<file path="config.mk">
export PLATFORM = sky130hd
export DESIGN_NAME = pem_queue
export DESIGN_NICKNAME = d
export VERILOG_FILES = /design/src/sv/pem_pkg.sv /design/src/sv/pem_queue.sv
export SDC_FILE = /design/constraint.sdc
export NUM_CORES = 1
export LEC_CHECK = 0
export ABC_AREA = 1
export ABC_CLOCK_PERIOD_IN_PS = 2900
export BUFFER_PORTS_ARGS = -buffer_cell sky130_fd_sc_hd__buf_2
export CORE_MARGIN = 2
export CORE_UTILIZATION = 55
export DETAILED_ROUTE_END_ITERATION = 10
export PLACE_DENSITY = 0.8
export SKIP_LAST_GASP = 1
export SYNTH_ARGS = -nofsm -noshare
export SYNTH_HDL_FRONTEND = slang
export SYNTH_SLANG_ARGS = --single-unit
</file>
<file path="constraint.sdc">
create_clock -name clk_i -period 2.9 [get_ports clk_i]
set_clock_uncertainty 0.15 [all_clocks]
set_input_delay 0 -clock clk_i [delete_from_list [all_inputs] [get_ports clk_i]]
set_output_delay 0 -clock clk_i [all_outputs]
set_load 0.01 [all_outputs]
</file>
<file path="src/sv/pem_pkg.sv">
// Shared types and constants for the Prewitt edge magnitude unit.
package pem_pkg;

  localparam int unsigned PixW = 8;
  localparam int unsigned RowW = 12;
  localparam int unsigned ColW = 10;
  localparam int unsigned CfgWW = 11;
  localparam int unsigned CfgHW = 13;
  localparam int unsigned MaxWidth = 1024;
  localparam int unsigned MaxHeight = 4096;
  localparam logic [16:0] SatLimit = 17'd65280;

  // register indexes on the configuration port
  localparam logic [0:0] RegWidth = 1'b0;
  localparam logic [0:0] RegHeight = 1'b1;

  // one classified window, handed from the front end to the magnitude unit
  typedef struct packed {
    logic             interior;
    logic             border;
    logic [RowW-1:0]  row;
    logic [ColW-1:0]  col;
    logic [PixW-1:0]  pixel;
    logic signed [10:0] dx;
    logic signed [10:0] dy;
  } job_t;

  typedef enum logic [1:0] {
    BeIdle,
    BeSqrt,
    BeEmitInt,
    BeEmitBrd
  } be_state_e;

endpackage

</file>
<file path="src/sv/pem_queue.sv">
// Small job queue between front end and magnitude unit.
module pem_queue #(
  parameter int unsigned Depth = 4
) (
  input  logic          clk_i,
  input  logic          rst_ni,
  input  logic          wr_i,
  input  pem_pkg::job_t wdata_i,
  input  logic          rd_i,
  output pem_pkg::job_t rdata_o,
  output logic          empty_o,
  output logic          almost_full_o
);
  import pem_pkg::*;

  localparam int unsigned AW = $clog2(Depth);
  job_t mem_q [Depth];
  logic [AW-1:0] wp_q, rp_q;
  logic [AW:0] cnt_q;

  assign rdata_o = mem_q[rp_q];
  assign empty_o = (cnt_q == '0);
  // two jobs may still be in flight in the front end
  assign almost_full_o = ({{(31-AW){1'b0}}, cnt_q} + 3) > Depth;

  always_ff @(posedge clk_i) begin
    if (wr_i) mem_q[wp_q] <= wdata_i;
  end

  always_ff @(posedge clk_i or negedge rst_ni) begin
    if (!rst_ni) begin
      wp_q <= '0;
      rp_q <= '0;
      cnt_q <= '0;
    end else begin
      if (wr_i) wp_q <= wp_q + 1'b1;
      if (rd_i) rp_q <= rp_q + 1'b1;
      cnt_q <= cnt_q + (AW+1)'(wr_i) - (AW+1)'(rd_i);
    end
  end

endmodule

</file>
Word level (Yosys, flattened, before mapping)
Memory sizes are Yosys's and may differ from the RTL's.
Cells that the tools add are included.
Storage, ports and cells
  memory bits (writable): 216
  memories: 1
  flip-flop bits (word level): 7
  output and inout port bits: 56
  bits of input ports: 58
  word-level logic and storage cells: 13
Memories
  mem_q: words 4, width 54, rd ports 1, clocked after Yosys merged registers in 0, wr ports 1, line pem_queue.sv:17  | job_t mem_q [Depth];
Operators by class
  reduce and logical (&&, ||, !) cells: 1
  mux-type cells: 2
  add/sub/neg operators: 5
  magnitude comparators: 1
Operators by type and width (number)
  $add 2x1->2 const B: 2
  $add 3x2->4 const B: 1
  $gt 4x3->1 const B: 1
  $add 3x1->3: 1
  $logic_not 3->1: 1
  $sub 3x1->3: 1
  $mux 1: 2

Longest topological paths before layout
  depth after elaboration: 2
  depth in mapped cells: 7

Worst setup path after synthesis
No wires, ideal clock.
  kind: register to register
  start point: register wp_q[0]
  end point: memory mem_q[0][0] (netlist name), enable pin
  cell stages (with the launch flop): 5
  required time: 2342 ps
  period minus slack after synthesis: 2288 ps
  data arrival time: 1729 ps
  setup slack: 612 ps
  cell sequence: dfrtp_1 > inv_1 > ha_1 > nand2_1 > inv_1
RTL lines
  start, declared: line pem_queue.sv:18  | logic [AW-1:0] wp_q, rp_q;
  start signal, assigned: line pem_queue.sv:36  | if (wr_i) wp_q <= wp_q + 1'b1;
  end, declared: line pem_queue.sv:17
Straight into the memory's write port.

==> run summary <==
The flow ran to the end, and the final reports show no timing, DRC or antenna violations. The startpoint identified for the worst hold timing path is wdata_i[4]. Total of warnings raised by yosys: 0. Counting stages on the worst path, the most repeated cell is sky130_fd_sc_hd__nand2_1.

Traced cell by cell, the critical path runs through buf_4 -> nand2_1 -> nand3_1 -> nand2_1 -> buf_2. Measured along the x axis, the die boundary spans 135 µm. Of all nets on the critical path, the largest fanout is 110. Overall power consumption after layout is estimated at 0.0112 W. The number of hold violations in the final report is 0.

The area of the die was 0.0183 mm²; the cell area after synthesis was 0.00946 mm². The source of the critical timing path was rp_q[0]. From synthesis to final layout, the design area changed by 22.4%. The share of async-settable or async-resettable flops after synthesis came out at 0.0314. For the number of nets in the layout, the log shows 1134. Setup repair after global routing left no endpoint under its margin. In the final timing run, aggregate negative setup slack is 0 ns. For the first-pass iteration count of the detailed router, the log shows 5. The effective utilization at floorplan is 0.566. Entering global routing, the biggest net connects 111 pins.

Derived from the worst setup path, the maximum achievable clock frequency is 392 MHz. The global-route wire length before repair came out at 31100 µm. In the routed design, unresolved DRC markers number 0.

The capturing element type of the critical path was an output pin. The most used flip-flop cell after synthesis is sky130_fd_sc_hd__edfxtp_1. The deepest clock path buffer count is 3. The run gives 0.50 ns as the clock insertion delay at the later pin of the skew report. In this run, CTS created clock tree buffers numbering 23.

Biggest area consumer among synthesized cells: sky130_fd_sc_hd__edfxtp_1. The run gives 6412 as the via count of the first global-routing pass. Total wire length: 19800 µm. The final global-route overflow total is 0, and the count of standard-cell rows is 47.

The synthesized netlist contains 17 unique library cells. Input and output buffers added on the ports amount to 113. Once the clock tree was built, the setup fixing pass inserted 0 buffers. The slowest stage of the critical path belongs to the cell sky130_fd_sc_hd__buf_4. The power per standard cell area was 963 mW/mm²; the post-cts resize count was 0. Summing all placed instances gives a cell area of 0.0103 mm². Counting flops with a built-in enable in the synthesized netlist gives 216. The part of the Yosys area used for sequential elements was 0.704.

Across the run, the number of max-cap violations was 0. The tools report the reg-to-reg startpoint as wp_q[0]. The run gives 0 as the final setup violation count.

Yosys attributes the largest share of cell area to sky130_fd_sc_hd__edfxtp_1 (69%), sky130_fd_sc_hd__nand2_1 (11%), sky130_fd_sc_hd__inv_1 (9.0%), sky130_fd_sc_hd__nand3_1 (5.7%), sky130_fd_sc_hd__dfrtp_1 (1.9%). The area of all placed cells without fillers came out at 0.0116 mm². After legalization and detailed placement, the total HPWL measured 11400 µm. Leakage component of the power: 5.44 nW.

Clock tree synthesis selected as its root buffer the cell sky130_fd_sc_hd__clkbuf_16. The run gives 0.782 as the final weighted congestion in routability-driven placement. The worst setup path is launched from a flip-flop. For this run, the slowest stage of the critical path takes 0.90 ns. For the pin with the worst max-slew slack, the measured transition is 1.19 ns. The class of the most critical setup path was flip-flop to output pin.

During I/O placement, the number of pins put on the boundary was 114. The routed layout has 6531 vias. The number of buffer and inverter instances along the worst setup path was 2; the floorplan core area was 0.0167 mm². The mean instance size in the synthesized netlist is 10.6 µm². Sorting the synthesized cells by how often they occur yields sky130_fd_sc_hd__nand2_1 (277), sky130_fd_sc_hd__inv_1 (228), sky130_fd_sc_hd__edfxtp_1 (216).

The fraction of final layout cells with drive strength greater than 1 was 0.153. The kind of cell with the highest combined delay along the critical path is buffers and inverters. For the worst setup path, the data required time is 2.75 ns. The total of flip-flops plus latches after synthesis came out at 223.

The tools report the worst-case headroom to the max-slew limit as 0.206. For the final count of pins violating max slew, the log shows 0. The tools report the starting DRC count in detailed routing as 555. After detailed routing, the number of vias per cell comes to 5.01. The type of the most critical hold path is input pin to flip-flop. Clock-pin slew was measured on the worst setup and hold paths at 0.06 ns.

The routed design could run at a clock period as short as 2.55 ns. The final antenna diode count was 0. The detail route stage leaves a number of antenna-violating nets equal to 0. The number of clock sinks seen by CTS is 223. The number of hold buffers added after cts was 58. The share of the clock period used by the worst path is 0.879, and the arrival time at the worst endpoint is 2.40 ns.

Synthesis produced a netlist whose cell count is 891. The area share of the largest cell type after synthesis is 0.686, and the detailed-route wire length per cell is 15.2 µm. The number of nets handed over by synthesis was 959. Yosys instantiated no cell more often than sky130_fd_sc_hd__nand2_1. The initial antenna violation count was 0.

The CTS H-tree depth was 1; the highest ir drop seen on vdd was 0.686 mV. TritonCTS built the clock tree. The floorplan step set the die height to 135 µm. For the global-route total usage across every layer, the log shows 0.217.
## stage by stage
| stage | setup WS (ns) | hold slack, ns | utilization | std cells |
|---|---|---|---|---|
| 6_report | 0.352 | 0.0990 | 0.693 | 1303 |
| 5_1_grt | 0.205 | 0.0982 | 0.693 | 1303 |
| 4_1_cts | 0.340 | 0.0896 | 0.693 | 1303 |
| 3_5_place_dp | 0.888 | -0.300 | 0.616 | 1203 |
| 3_3_place_gp | 0.926 | -0.304 | 0.616 | 1203 |
| 2_1_floorplan | 0.612 | -0.446 | - | 891 |
## layout by cell type, fill, tap and decap left out, types with 2 or more instances in the layout
cell type / n
sky130_fd_sc_hd__clkinv_1: 6
sky130_fd_sc_hd__o21ai_0: 2
sky130_fd_sc_hd__clkbuf_16: 23
sky130_fd_sc_hd__buf_2: 113
sky130_fd_sc_hd__buf_12: 3
sky130_fd_sc_hd__ha_1: 9
sky130_fd_sc_hd__inv_2: 5
sky130_fd_sc_hd__edfxtp_1: 216
sky130_fd_sc_hd__bufinv_16: 2
sky130_fd_sc_hd__clkinv_2: 4
sky130_fd_sc_hd__buf_4: 11
sky130_fd_sc_hd__nand2_1: 277
sky130_fd_sc_hd__clkinv_4: 2
sky130_fd_sc_hd__clkbuf_1: 5
sky130_fd_sc_hd__inv_1: 224
sky130_fd_sc_hd__nand3_1: 108
sky130_fd_sc_hd__dlygate4sd3_1: 58
sky130_fd_sc_hd__xor2_1: 3
sky130_fd_sc_hd__dfrtp_1: 5
## kinds of logic (layout without fill, tap and decap cells)
family / after synthesis / count (layout) / share of synthesized area
buffers and inverters: 265 / 457 / 0.109
xor gates and xnor gates: 4 / 4 / 0.00370
AOI/OAI and AO/OA: 3 / 3 / 0.00159
adders and majority gates: 10 / 10 / 0.0140
and+or+nand+nor: 386 / 386 / 0.167
DFF: 223 / 223 / 0.704
## sequential cells by signal, indices dropped and copies added (netlist names)
name / cells
wp_q: 2
mem_q: 216
rp_q: 2
cnt_q: 3
## power by group
| part | total, W | switching, W | internal [W] |
|---|---|---|---|
| registers | 0.00439 | 0.000160 | 0.00423 |
| clock network | 0.00281 | 0.00117 | 0.00164 |
| logic | 0.00396 | 0.00265 | 0.00131 |
## metal layers
metal / global-route usage / vias up / part of all wire
li1: - / 3123 / -
met1: 0.272 / 3097 / 0.40
met2: 0.386 / 270 / 0.51
met3: 0.0363 / 41 / 0.066
met4: 0.0700 / 0 / 0.022
met5: 0 / - / 0
## cell type report
type,count,area (µm²)
well taps,220,275
inverters,230,865
flip-flops and latches,223,6670
clock buffers,28,594
multi-input cells,403,1770
clock inverters,14,124
fillers,1168,5120
repair buffers,185,1290
## worst paths after layout
kind | cells past startpoint | slack, ns | to
setup / recovery | 5 | 0.35 | rdata_o[1]
hold / removal | 2 | 0.1 | mem_q[2][4]
setup reg to reg | 5 | 0.95 | mem_q[2][41]
hold reg to reg | 1 | 0.40 | wp_q[0]
max in group asynchronous | 3 | 2.02 | rp_q[0]
min in group asynchronous | 3 | 0.30 | cnt_q[2]
Power figures use the tool's default switching activity.
