===== src/sv/pem_pkg.sv =====
// Shared types and constants for the Prewitt edge magnitude unit.
package pem_pkg;

  localparam int unsigned PixW = 8;
  localparam int unsigned RowW = 12;
  localparam int unsigned ColW = 10;
  localparam int unsigned CfgWW = 11;
  localparam int unsigned CfgHW = 13;
  localparam int unsigned MaxWidth = 1024;
  localparam int unsigned MaxHeight = 4096;
  localparam logic [16:0] SatLimit = 17'd65280;

  // register indexes on the configuration port
  localparam logic [0:0] RegWidth = 1'b0;
  localparam logic [0:0] RegHeight = 1'b1;

  // one classified window, handed from the front end to the magnitude unit
  typedef struct packed {
    logic             interior;
    logic             border;
    logic [RowW-1:0]  row;
    logic [ColW-1:0]  col;
    logic [PixW-1:0]  pixel;
    logic signed [10:0] dx;
    logic signed [10:0] dy;
  } job_t;

  typedef enum logic [1:0] {
    BeIdle,
    BeSqrt,
    BeEmitInt,
    BeEmitBrd
  } be_state_e;

endpackage


===== src/sv/pem_back.sv =====
// Back end: bit-serial rounded square root and result sequencing.
module pem_back (
  input  logic                     clk_i,
  input  logic                     rst_ni,
  input  logic                     job_empty_i,
  input  pem_pkg::job_t            job_i,
  output logic                     job_pop_o,
  input  logic                     pop_i,
  output logic                     empty_o,
  output logic [pem_pkg::RowW-1:0] out_row_o,
  output logic [pem_pkg::ColW-1:0] out_col_o,
  output logic [pem_pkg::PixW-1:0] value_o,
  output logic                     last_of_run_o
);
  import pem_pkg::*;

  be_state_e st_q, st_d;
  job_t job_q;
  logic [20:0] sum_q;
  logic [8:0] f_q;
  logic [7:0] bit_q;
  logic [7:0] mag;
  logic [8:0] t;
  logic [17:0] tt;
  logic [20:0] ffp;
  logic signed [21:0] dx_sq, dy_sq;

  // signed squares, sign-extended by the 22-bit context
  assign dx_sq = job_i.dx * job_i.dx;
  assign dy_sq = job_i.dy * job_i.dy;

  always_comb begin
    t = f_q | {1'b0, bit_q};
    tt = t * t;
    ffp = 21'(f_q) * 21'(f_q) + 21'(f_q);
    if (sum_q > 21'(SatLimit)) mag = 8'hFF;
    else if (sum_q > ffp) mag = 8'(f_q + 1'b1);
    else mag = f_q[7:0];
  end

  always_comb begin
    st_d = st_q;
    job_pop_o = 1'b0;
    empty_o = 1'b1;
    out_row_o = job_q.row;
    out_col_o = job_q.col;
    value_o = job_q.pixel;
    last_of_run_o = 1'b1;
    case (st_q)
      BeIdle: begin
        if (!job_empty_i) begin
          job_pop_o = 1'b1;
          if (job_i.interior) st_d = BeSqrt;
          else if (job_i.border) st_d = BeEmitBrd;
        end
      end
      BeSqrt: if (bit_q == 8'd1) st_d = BeEmitInt;
      BeEmitInt: begin
        empty_o = 1'b0;
        out_row_o = job_q.row - 1'b1;
        out_col_o = job_q.col - 1'b1;
        value_o = mag;
        last_of_run_o = !job_q.border;
        if (pop_i) st_d = job_q.border ? BeEmitBrd : BeIdle;
      end
      BeEmitBrd: begin
        empty_o = 1'b0;
        if (pop_i) st_d = BeIdle;
      end
      default: st_d = BeIdle;
    endcase
  end

  always_ff @(posedge clk_i or negedge rst_ni) begin
    if (!rst_ni) st_q <= BeIdle;
    else st_q <= st_d;
  end

  always_ff @(posedge clk_i) begin
    if (job_pop_o) begin
      job_q <= job_i;
      sum_q <= 21'(dx_sq) + 21'(dy_sq);
      f_q <= '0;
      bit_q <= 8'h80;
    end else if (st_q == BeSqrt) begin
      if (21'(tt) <= sum_q) f_q <= t;
      bit_q <= bit_q >> 1;
    end
  end

endmodule


===== config.mk =====
export PLATFORM = sky130hd
export DESIGN_NAME = pem_back
export DESIGN_NICKNAME = d
export VERILOG_FILES = /design/src/sv/pem_pkg.sv /design/src/sv/pem_back.sv
export SDC_FILE = /design/constraint.sdc
export NUM_CORES = 1
export LEC_CHECK = 0
export ABC_AREA = 0
export ABC_CLOCK_PERIOD_IN_PS = 6800
export BUFFER_PORTS_ARGS = -buffer_cell sky130_fd_sc_hd__buf_2
export CORE_UTILIZATION = 45
export DETAILED_ROUTE_END_ITERATION = 16
export PLACE_DENSITY = 0.62
export SLEW_MARGIN = 5
export SYNTH_ARGS = -nofsm -noshare
export SYNTH_HDL_FRONTEND = slang
export SYNTH_SLANG_ARGS = --single-unit

===== constraint.sdc =====
create_clock -name clk_i -period 6.8 [get_ports clk_i]
set_input_delay 0.68 -clock clk_i [delete_from_list [all_inputs] [get_ports clk_i]]
set_output_delay 0.68 -clock clk_i [all_outputs]
set_load 0.02 [all_outputs]

== After elaboration in Yosys (flattened, before gate mapping) ==
Index checks and enable logic that the tools add are counted.

* Word-level logic and storage cells: 52
* Flip-flop bits (word level): 71
* Output and inout bits: 33

* Equal/unequal tests: 9
* Bitwise operators: 1
* Muxes and demuxes: 17
* $lt $le $gt $ge: 3
* $add $sub $neg: 5
* Reductions and logical operators: 5
* $mul: 4

{| class="wikitable"
|+ Operators by type and width
! operator !! count
|-
| $mul A11 B11 Y21 || 2
|-
| $mul A9 B9 Y18 || 2
|-
| $mux W8 || 3
|-
| $add A21 B21 Y21 || 1
|-
| $gt A21 B16 Y1 const B || 1
|-
| $gt A21 B19 Y1 || 1
|-
| $le A18 B21 Y1 || 1
|-
| $add A18 B9 Y19 || 1
|-
| $mux W2 || 7
|-
| $mux W12 || 1
|-
| $sub A12 B1 Y12 const B || 1
|-
| $mux W10 || 1
|-
| $sub A10 B1 Y10 const B || 1
|-
| $or A9 B8 Y9 || 1
|-
| $add A8 B1 Y8 const B || 1
|-
| $eq A8 B1 Y1 const B || 1
|-
| $ne A2 B2 Y1 const B || 4
|-
| $pmux W2 S4 || 1
|-
| $reduce_and A5 Y1 || 1
|-
| $eq A2 B2 Y1 const B || 2
|-
| $mux W1 || 4
|-
| $ne A3 B3 Y1 const B || 1
|-
| $eq A2 B1 Y1 const B || 1
|-
| $logic_not A2 Y1 || 1
|-
| 3 further kinds || 3
|}

== Logic depth before layout (Yosys ltp) ==
* Depth in word-level cells: 6
* Mapped depth: 30
* Depth with buffers taken out: 29

== Worst setup path after synthesis ==
Ideal clock, no wire load.

* Path type: flip-flop to output port
* Start: register f_q[1]
* End: output value_o[7] in the netlist's numbering
* Required time: 6.120 ns
* Path slack: -0.826 ns
* Arrival: 6.946 ns
* Cell stages (with the launch flop): 31
* Cells stage by stage: dfxtp_1 -> clkbuf_1 -> inv_1 -> nor2_1 -> inv_1 -> fa_1 -> inv_1 -> fa_1 -> inv_1 -> fa_1 -> inv_1 -> fa_1 -> inv_1 -> fa_1 -> inv_1 -> ha_1 -> nand2_1 -> nand4_1 -> o21a_1 -> a41o_1 -> a21oi_1 -> o21ai_1 -> mux2i_1 -> ha_1 -> and4_1 -> and3_1 -> nand2_1 -> nand3_1 -> a2111oi_1 -> xnor2_1 -> a21oi_1

* Cells in the longest elaborated chain, start to end: 6
* Elaborated cells on any way between the ends: 7
* Those cells by class: 2 x add/sub; 1 x mul; 1 x order compare; 3 x mux

{| class="wikitable"
|+ RTL lines
! item !! line !! text
|-
| start: declaration || pem_back.sv:20 || <nowiki>logic [8:0] f_q;</nowiki>
|-
| start signal: assignment || pem_back.sv:86 || <nowiki>if (21'(tt) <= sum_q) f_q <= t;</nowiki>
|-
| $mul A9 B9 Y18 || pem_back.sv:35 || <nowiki>ffp = 21'(f_q) * 21'(f_q) + 21'(f_q);</nowiki>
|-
| $add A18 B9 Y19 || pem_back.sv:35 ||
|-
| $gt A21 B19 Y1 || pem_back.sv:37 || <nowiki>else if (sum_q > ffp) mag = 8'(f_q + 1'b1);</nowiki>
|-
| $mux W8 (*) || pem_back.sv:37 ||
|-
| $mux W8 (*) || pem_back.sv:36 || <nowiki>if (sum_q > 21'(SatLimit)) mag = 8'hFF;</nowiki>
|-
| $mux W8 (*) || pem_back.sv:49 || <nowiki>case (st_q)</nowiki>
|-
| end: declaration || pem_back.sv:12 || <nowiki>output logic [pem_pkg::PixW-1:0] value_o,</nowiki>
|}

Mark *: on every way between the ends. The rest lies on a longest branch, timed or not.

== Worst setup path in the final report ==
* Start: register f_q[6]
* End: output value_o[1] in the netlist's numbering

* Cells in the longest elaborated chain, start to end: 6

{| class="wikitable"
|+ RTL lines
! item !! line
|-
| $mul A9 B9 Y18 || pem_back.sv:35
|-
| $add A18 B9 Y19 (*) || pem_back.sv:35
|-
| $gt A21 B19 Y1 (*) || pem_back.sv:37
|-
| $mux W8 (*) || pem_back.sv:37
|-
| $mux W8 (*) || pem_back.sv:36
|-
| $mux W8 (*) || pem_back.sv:49
|}

Marked as above.

==> out/qor.yml <==
status:
  violations: "setup timing"
  status: "finished, violations left"
routing:
  drt_first_pass_iters: 5
  drc_errors: 0
  drt_iter0_drc: 488
  routedWlPerCell_um: 15.11
  postRouteAntennaNets: 0
  wl_mm: 33.07
  viasPerCell: 4.919
  vias: 10767
clock_network:
  numCtsBuffers: 9
  htree_levels: 3
  cts.sinks: 70
  cts_tree: "done"
  clock_path_buffers: 2
  root_buffer: "clkbuf_16"
  clk_pin_slew_ns: 0.06
  clk_latency_ns: 0.34
yosys:
  synth.net_count: 2115
  yosysSeqAreaShare_pct: 12.67
  synth_edf_count: 52
  synth_top_area_share_pct: 36.75
  synth-async-reset-ratio_pct: 2.857
  avgSynthCellArea_um2: 9.624
  synth_area_leader_cell: "fa_1"
  ys_ff_latch: 70
  synth_area_leaders: "fa_1, ha_1, edfxtp_1, inv_1, xnor2_1"
  postSynthCellCount: 1585
  synth_flop_cell: "edfxtp_1"
  syn-cell-area_um2: 15250
  ys_warn_count: 0
  ys_types: 61
placement:
  io_buffers: 90
  dp_hpwl_mm: 29.60
  finalWeightedCongestion: 0.9211
critical_path:
  critPathKind: "reg2out"
  critPathSlowestCell: "fa_1"
  worst_ep_required_time_ns: 6.12
  crit_fanout: 5
  crit_top_cell: "fa_1"
  worst_setup_path_end_kind: "primary output"
  worst_path_largest_cell_delay_ns: 0.50
  worstPathArrival_ns: 6.50
  start_kind: "flip-flop"
final_layout:
  postLayoutCoreUtil_pct: 51.95
  syn_to_final_growth_pct: 13.91
  finalNetCount: 2266
  drive_gt1_share_pct: 14.19
  n_antenna_cell: 0
  n_fill_cell: 3094
timing:
  rsz0062_at_grt: "true"
  tightest_slew_ns: 0.9926
  setup_viol: 8
  relSlewSlack_pct: 33.58
  layout_setup_ws_ns: -0.3829
  final-hold-violation-count: 0
  fmax_mhz: 139.2
  timing.final.max_slew_violations: 0
  finalCritPeriodShare_pct: 105.6
  finalSetupTns_ns: -2.558
  min_period_ns: 7.183
  hold_ws_ns: 0.1192
  skew_ns: 0.005143
grt:
  grt_overflow: 0
  grt_pass1_vias: 11751
  grt_pass1_wl_mm: 56.10
  grt_max_degree: 53
  antenna_found_initial: 0
  gr-usage-all-layers_pct: 20.60
floorplan:
  die_area_um2: 34640
  rows: 67
  coreArea_um2: 33450
  die_w_um: 186.1
  die_y_um: 186.1
  io_pins: 91
  initial_core_util_pct: 45.60
min_path:
  min_path_type: "in2async"
run:
  maxCapViolCount: 0
[registers in the layout, indices dropped and copies added (netlist names)]
signal,cells
bit_q,8
sum_q,21
job_q,31
st_q,2
f_q,8
[repair_timing]
action | CTS | global route
endpoints found under the setup margin | 8 | 10
buffers inserted | 2 | 1
hold endpoints to repair | 0 | 0
resized for setup | 19 | 15
hold buffers | 0 | 0
pin swaps | 19 | 15
gates cloned | 0 | 0
[layout make-up]
type / instances / area (µm²) / share of cell area (%)
multi-input combinational: 1095 / 11940 / 68.69
sequential: 70 / 1939 / 11.16
inverter: 383 / 1443 / 8.303
timing repair buffer: 177 / 1160 / 6.675
tap: 448 / 560.5 / 3.226
clock buffer: 9 / 225.2 / 1.296
clock inverter: 7 / 112.6 / 0.6481
[layout by cell type, fill, tap and decap left out, types with 6 or more instances in the layout]
cell	n
inv_1	375
dfxtp_1	12
nand4_1	9
nor3_1	10
nor2b_1	19
nand2_1	114
a41oi_1	9
a21oi_1	40
and2_1	54
o21a_1	7
inv_2	7
a211oi_1	9
edfxtp_1	52
nand3_1	11
a21o_1	22
xnor2_1	62
buf_4	90
xor2_1	33
o21ai_0	20
a21oi_2	6
nor2_1	79
fa_1	280
o21bai_1	6
a22o_1	7
clkbuf_16	9
nand2b_1	11
buf_2	82
ha_1	190
a22oi_1	8
nor4_1	10
or2_2	6
[cell families (layout without fill, tap and decap cells)]
kind of cell	Yosys count	count (layout)	share of synthesized area (%)
AOI/OAI and AO/OA	167	167	7.227
xor gates and xnor gates	96	96	5.512
adders and majority gates	472	472	52.50
buffers and inverters	420	576	10.34
DFF	70	70	12.67
muxes	5	5	0.3527
and+or+nand+nor	355	355	11.40
[routing by layer]
layer	global-route usage, %	up-vias	wire, µm
met5	0	-	0
li1	-	5256	-
met4	4.492	0	511
met2	38.45	153	17190
met3	1.487	38	837
met1	25.89	5320	14540
[path summary, 6_finish.rpt]
| check | startpoint | end | cells after the start | slack, ns |
|---|---|---|---|---|
| min | rst_ni | st_q[0]$_DFFE_PN0P_ | 1 | 0.12 |
| min reg2reg | bit_q[0]$_SDFFE_PP0P_ | bit_q[0]$_SDFFE_PP0P_ | 1 | 0.57 |
| min in group clk_i | job_i[27] | job_q[27]$_DFFE_PP_ | 1 | 0.51 |
| max | f_q[6]$_SDFFE_PP0P_ | value_o[1] | 29 | -0.38 |
| max in group asynchronous | rst_ni | st_q[1]$_DFFE_PN0P_ | 1 | 6.59 |
| max reg2reg | f_q[0]$_SDFFE_PP0P_ | f_q[2]$_SDFFE_PP0P_ | 26 | 0.36 |
[cells in the mapped netlist, types with 6 or more instances]
| cell type | number |
|---|---|
| a211oi_1 | 9 |
| a21o_1 | 22 |
| a21oi_1 | 48 |
| a22o_1 | 7 |
| a22oi_1 | 8 |
| a31oi_1 | 7 |
| a41oi_1 | 9 |
| and2_1 | 54 |
| and3_1 | 6 |
| clkbuf_1 | 36 |
| dfxtp_1 | 16 |
| edfxtp_1 | 52 |
| fa_1 | 280 |
| ha_1 | 192 |
| inv_1 | 382 |
| nand2_1 | 116 |
| nand2b_1 | 11 |
| nand3_1 | 13 |
| nand4_1 | 9 |
| nor2_1 | 83 |
| nor2b_1 | 19 |
| nor3_1 | 10 |
| nor4_1 | 10 |
| o21a_1 | 7 |
| o21ai_0 | 22 |
| o21bai_1 | 6 |
| or2_2 | 6 |
| xnor2_1 | 63 |
| xor2_1 | 33 |
[through the flow]
| stage | cells | area (µm²) | setup WS, ns |
|---|---|---|---|
| global placement | 2170 | 16900 | -0.1022 |
| floorplan | 1585 | 15400 | 0.000006217 |
| global route | 2189 | 17380 | -0.6869 |
| CTS | 2188 | 17310 | -0.4937 |
| detailed placement | 2170 | 16900 | -0.1885 |
| finish | 2189 | 17380 | -0.3829 |
[critical path, delay by kind of cell (launching register included)]
kind            cells  cell delay (ns)
mux                 2             0.45
fa+ha+maj           7             3.00
flops               1             0.36
buf+inv             8             0.45
simple gates        5             0.68
compound gates      7             1.23
Power is left out: the tool's default activity adds up to more than one toggle a clock period on the data nets, which glitch-free logic cannot reach.
